[src/hdl/gauss_seidel_solver_top_macros.svh]
// assertion macros for the gauss-seidel solver
`ifndef GAUSS_SEIDEL_SOLVER_TOP_MACROS_SVH
`define GAUSS_SEIDEL_SOLVER_TOP_MACROS_SVH
// implication checked on every clock edge outside reset
`define GS_ASSERT_IMP(label, clk, rst_n, cond, prop, msg) \
    label: assert property (@(posedge clk) disable iff (!rst_n) (cond) |-> (prop)) \
        else $error(msg);
// next-cycle implication
`define GS_ASSERT_NXT(label, clk, rst_n, cond, prop, msg) \
    label: assert property (@(posedge clk) disable iff (!rst_n) (cond) |=> (prop)) \
        else $error(msg);
`endif

[src/hdl/gss_pkg.sv]
// shared types and constants for the gauss-seidel solver
package gss_pkg;
    localparam int MAX_UNKNOWNS_DEF  = 64;
    localparam int FRACTION_BITS_DEF = 16;
    localparam int CFG_IDX_W = 2;
    localparam int CFG_DATA_W = 32;

    localparam logic [1:0] CMD_WRITE_COEF = 2'd0;
    localparam logic [1:0] CMD_WRITE_RHS  = 2'd1;
    localparam logic [1:0] CMD_SOLVE      = 2'd2;

    localparam logic [CFG_IDX_W-1:0] REG_UNKNOWNS = 2'd0;
    localparam logic [CFG_IDX_W-1:0] REG_SWEEPS   = 2'd1;
    localparam logic [CFG_IDX_W-1:0] REG_GUESS    = 2'd2;

    localparam logic [6:0]  UNKNOWNS_RESET = 7'd49;
    localparam logic [15:0] SWEEPS_RESET   = 16'd300;
    localparam logic [31:0] GUESS_RESET    = 32'd196608;

    typedef struct packed {
        logic [1:0]         command;
        logic [5:0]         row;
        logic [5:0]         col;
        logic signed [31:0] value;
    } in_item_t;

    typedef struct packed {
        logic [5:0]         index;
        logic signed [31:0] solution;
        logic               zero_divisor;
        logic               last;
    } out_item_t;

    // divider handshake between sequencer and divider
    typedef struct packed {
        logic               start;
        logic signed [63:0] num;
        logic signed [31:0] den;
    } div_req_t;

    typedef struct packed {
        logic               done;
        logic signed [31:0] quot;
    } div_rsp_t;
endpackage

[src/hdl/gss_divider.sv]
// radix-2 restoring divider, 64 by 32 bits, truncating, saturated to 32 bits
module gss_divider
(
    input  logic              clk,
    input  logic              rst_n,
    input  gss_pkg::div_req_t req,
    output gss_pkg::div_rsp_t rsp
);
    logic [63:0] rem_reg, rem_next;
    logic [63:0] quo_reg, quo_next;
    logic [31:0] dmag_reg, dmag_next;
    logic        neg_reg, neg_next;
    logic [6:0]  cnt_reg, cnt_next;
    logic        busy_reg, busy_next;
    logic        done_reg, done_next;
    logic [64:0] shifted;
    logic [64:0] trial;
    logic [31:0] sat_q;

    always_comb
    begin
        shifted = {rem_reg, quo_reg[63]};
        trial = shifted - {33'd0, dmag_reg};
        rem_next = rem_reg;
        quo_next = quo_reg;
        dmag_next = dmag_reg;
        neg_next = neg_reg;
        cnt_next = cnt_reg;
        busy_next = busy_reg;
        done_next = 1'b0;
        if (req.start)
        begin
            rem_next = 64'd0;
            quo_next = req.num[63] ? 64'd0 - 64'(req.num) : 64'(req.num);
            dmag_next = req.den[31] ? 32'd0 - 32'(req.den) : 32'(req.den);
            neg_next = req.num[63] ^ req.den[31];
            cnt_next = 7'd0;
            busy_next = 1'b1;
        end
        else if (busy_reg)
        begin
            if (!trial[64])
            begin
                rem_next = trial[63:0];
                quo_next = {quo_reg[62:0], 1'b1};
            end
            else
            begin
                rem_next = shifted[63:0];
                quo_next = {quo_reg[62:0], 1'b0};
            end
            cnt_next = cnt_reg + 7'd1;
            if (cnt_reg == 7'd63)
            begin
                busy_next = 1'b0;
                done_next = 1'b1;
            end
        end
    end

    always_comb
    begin
        if (neg_reg)
            sat_q = (quo_reg >= 64'h8000_0000) ? 32'h8000_0000 : 32'd0 - quo_reg[31:0];
        else
            sat_q = (quo_reg > 64'h7FFF_FFFF) ? 32'h7FFF_FFFF : quo_reg[31:0];
    end

    assign rsp.done = done_reg;
    assign rsp.quot = sat_q;

    always_ff @(posedge clk or negedge rst_n)
    begin
        if (!rst_n)
        begin
            busy_reg <= 1'b0;
            done_reg <= 1'b0;
            cnt_reg <= 7'd0;
        end
        else
        begin
            busy_reg <= busy_next;
            done_reg <= done_next;
            cnt_reg <= cnt_next;
        end
    end

    always_ff @(posedge clk)
    begin
        rem_reg <= rem_next;
        quo_reg <= quo_next;
        dmag_reg <= dmag_next;
        neg_reg <= neg_next;
    end
endmodule

[config.mk]
export PLATFORM = sky130hd
export DESIGN_NAME = gss_divider
export DESIGN_NICKNAME = d
export VERILOG_FILES = /design/src/hdl/gauss_seidel_solver_top_macros.svh /design/src/hdl/gss_pkg.sv /design/src/hdl/gss_divider.sv
export SDC_FILE = /design/constraint.sdc
export NUM_CORES = 1
export LEC_CHECK = 0
export ABC_AREA = 1
export BUFFER_PORTS_ARGS = -buffer_cell sky130_fd_sc_hd__clkbuf_2
export CAP_MARGIN = 10
export CORE_UTILIZATION = 62
export CTS_CLUSTER_DIAMETER = 150
export DETAILED_ROUTE_END_ITERATION = 10
export PLACE_DENSITY = 0.83
export SLEW_MARGIN = 20
export SYNTH_ARGS = -nofsm -noshare
export SYNTH_HDL_FRONTEND = slang
export SYNTH_SLANG_ARGS = --single-unit
[constraint.sdc]
create_clock -name clk -period 3.65 [get_ports clk]
set_input_delay 0.1825 -clock clk [delete_from_list [all_inputs] [get_ports clk]]
set_output_delay 0.1825 -clock clk [all_outputs]
set_load 0.005 [all_outputs]
==> flow_metrics.py <==
metrics = {
    "detailed_routing": {
        "dr.pass1.iters": 5,
        "met1Wirelength_um": 19190,
        "vias_per_cell": 5.545,
        "route.met3.wl_um": 3680,
        "ant_nets": 0,
        "via_count": 16147,
        "totalWireLength_um": 46790,
        "dr.first_iter.drc_count": 1517,
        "wl_per_cell_um": 16.07,
        "topRoutingLayerUsed": "met5",
        "drc": 0,
        "wl_met2_um": 21570,
    },
    "clocking": {
        "cts_tree": "done",
        "cts_buffers": 17,
        "cts_resized": 0,
        "root_buffer": "clkbuf_16",
        "clk_pin_slew_ps": 70,
        "cts_buffer_depth": 2,
        "clkLatencyLatePin_ps": 450,
        "clkSinkCount": 170,
        "htreeDepth": 4,
    },
    "synth": {
        "synth_most_common_cell": "nand2_1",
        "yosysTopAreaCell": "nand2_1",
        "yosys.area_share.simple_pct": 39.59,
        "synthTopCellsByCount": "nand2_1, inv_1, nor2_1",
        "muxShareOfSynthArea_pct": 0,
        "synth_area_mm2": 0.01498,
        "ys_types": 40,
        "yosys_warnings": 0,
        "yosys.area_share.xor_xnor_pct": 7.425,
        "synthArstFlopShare_pct": 5.294,
        "synthAdderAreaFrac_pct": 3.140,
        "synth_top_family_by_area": "simple AND/OR/NAND/NOR gates",
        "syn_nets": 2609,
        "synth-seq-area-share_pct": 29.50,
        "synthDominantCellAreaShare_pct": 20.77,
        "yosys-top-cells-area": "nand2_1, edfxtp_1, inv_1",
        "synth_edf_count": 97,
        "syn_inst": 2473,
        "synth-main-ff-cell": "edfxtp_1",
        "synth_compound_area_share_pct": 8.026,
        "synth_seq_cells": 170,
        "syn_area_per_cell_um2": 6.058,
    },
    "min_path": {
        "hp-class": "input pin to flip-flop",
        "hold_depth": 2,
        "min_from": "req[15]",
        "min_to": "dmag_reg[15]$_DFFE_PP_",
    },
    "setup_path": {
        "path_max_fanout": 4,
        "path_class": "flip-flop to primary output",
        "critical_path.top_delay_family": "simple AND/OR/NAND/NOR gates",
        "critPathBufInv": 2,
        "crit_path_max_incr_delay_ps": 450,
        "cp-end-kind": "primary output",
        "slowest_stage": "edfxtp_1",
        "crit_required_ps": 3470,
        "reg2reg_from": "quo_reg[63]$_DFFE_PP_",
        "start_kind": "flip-flop",
        "r2r_cells": 18,
        "ff2ff_setup_slack_ps": 710,
        "reg2reg_to": "rem_reg[8]$_SDFFE_PP0P_",
        "crit_chain": "inv_1 -> nand3_1 -> nor3_2 -> nand2_1 -> nor2_1 -> nand3_1 -> nor2_1 -> nand3_1 -> nor3_1 -> nor2_1 -> clkbuf_2",
        "critPathArrivalTime_ps": 2850,
    },
    "sta": {
        "hold_viol": 0,
        "worst_pin_slew_ps": 783.7,
        "worst_clock_skew_ps": 17.97,
        "period_minus_slack_ps": 3029,
        "finalSetupTns_ps": 0,
        "slew_viol_final": 0,
        "fin_crit_sh_pct": 82.99,
        "rsz0062_at_grt": "no",
        "slew_headroom_pct": 47.67,
        "max_freq_mhz": 330.1,
        "setup_violations": 0,
    },
    "layout": {
        "final_area_mm2": 0.01653,
        "multi_input_area_mm2": 0.008723,
        "final_nets": 2713,
        "fillCellCount": 2149,
        "layout.cells.non_filler": 2912,
        "area_growth_pct": 10.35,
        "post-route-util_pct": 70.01,
        "drive_gt1_share_pct": 8.764,
        "seqCellArea_mm2": 0.004419,
    },
    "place": {
        "placed_area_mm2": 0.01591,
        "portBuffers": 131,
        "gp_congestion": 1.028,
        "dp.cells": 2874,
        "place_hpwl_um": 35520,
    },
    "global_routing": {
        "grt_max_degree": 97,
        "antenna_found_initial": 3,
        "grt.total_usage_pct": 38.56,
        "grt_pass1_vias": 14986,
        "grt_first_pass_wirelength_um": 74130,
        "overflow": 0,
    },
    "run": {
        "maxCapViolations": 0,
    },
    "power_and_ir_drop": {
        "peakVddDrop_v": 0.0005134,
        "clockPowerShare_pct": 16.7,
        "power_frac_seq_pct": 26.0,
        "power_density_mw_per_mm2": 672.9,
        "internal-power_mw": 5.526,
        "combinationalPowerShare_pct": 57.3,
        "power_mw": 11.12,
        "netSwitchingFraction_pct": 50.32,
        "leakage_nw": 8.474,
        "switchingPower_mw": 5.597,
    },
    "die": {
        "coreArea_mm2": 0.02361,
        "die_x_um": 157.4,
        "fp-row-count": 56,
        "die-height_um": 157.4,
        "pin_count": 132,
        "dieArea_mm2": 0.02479,
        "initial_core_util_pct": 63.44,
    },
    "run_status": {
        "outcome": "completed",
    },
}
-- cell families after synthesis --
group,count (synthesis)
AOI/OAI and AO/OA,231
adders and majority gates,37
DFF,170
buffers and inverters,481
and+or+nand+nor,1427
xor gates and xnor gates,127
-- final cells by class --
cell class / count / area share, %
diodes: 3 / 0.04541
clock buffers: 19 / 2.619
clock inverters: 13 / 0.8326
inverters: 418 / 9.499
multi-input cells: 1822 / 52.77
flip-flops and latches: 170 / 26.73
well taps: 319 / 2.414
repair buffers: 148 / 5.086
-- worst reg2reg max path, stage by stage, from the launching register on --
cell      delay (ps)
edfxtp_1         440
inv_1             90
ha_1             230
fa_1             440
inv_1            100
nand3_1           90
nand2_2          120
nand2_1           70
nand2_2          100
nand2_1           70
nand2_2          120
nand2_4          110
nand3_2           90
nand2_1           60
nand2_2           70
buf_12           310
nand2_1          160
nand3_1          100
o21ai_1           60
-- how the worst max path moves through the flow --
stage | start | end | slack, ps | cells after the start
finish | quo_reg[1]$_DFFE_PP_ | rsp[31] | 620 | 11
CTS | quo_reg[1]$_DFFE_PP_ | rsp[31] | 710 | 11
global route | quo_reg[1]$_DFFE_PP_ | rsp[31] | 340 | 11
global placement | quo_reg[63]$_DFFE_PP_ | rem_reg[7]$_SDFFE_PP0P_ | 880 | 18
floorplan | busy_reg$_DFF_PN0_ | quo_reg[0]$_DFFE_PP_ | 410 | 4
detailed placement | quo_reg[63]$_DFFE_PP_ | rem_reg[8]$_SDFFE_PP0P_ | 760 | 18
-- layer usage --
metal / global-route usage, % / vias to the layer above
li1: - / 7962
met1: 47.56 / 7286
met2: 65.21 / 751
met3: 5.699 / 146
met4: 19.93 / 2
met5: 0 / -
-- cells in the final DEF, fill, tap and decap left out, types with 17 or more instances in the layout --
cell type,synthesis,final
ha_1,36,36
edfxtp_1,97,97
nor2_1,275,274
clkbuf_2,0,130
nor3_1,36,36
dfxtp_1,64,64
o21ai_0,125,125
nand4_1,59,59
clkbuf_16,0,17
xnor2_1,51,51
o21ai_1,38,38
xor2_1,76,76
inv_1,407,405
nand3_1,179,179
a21oi_1,46,46
nand2_1,829,829
-- metrics by stage --
stage	worst slack (ps)	hold slack [ps]
3_5_place_dp	760.9	47.98
6_report	620.8	71.08
3_3_place_gp	883.3	42.42
4_1_cts	711.0	58.25
5_1_grt	337.4	68.26
2_1_floorplan	412.2	-113.1
-- power by group through the flow --
stage	Sequential, mW	Clock, mW	Combinational [mW]
2_1_floorplan	2.78	0	4.67
3_3_place_gp	2.89	0	6.07
3_5_place_dp	2.90	0	6.20
4_1_cts	2.87	1.87	6.25
5_1_grt	2.93	1.92	7.10
6_report	2.89	1.86	6.37
-- what timing repair did --
item                                   CTS  global route
hold buffers                             2             0
endpoints found under the hold margin   10             0
setup buffers                            0             0
No activity file was read; power rests on OpenSTA's default activity.
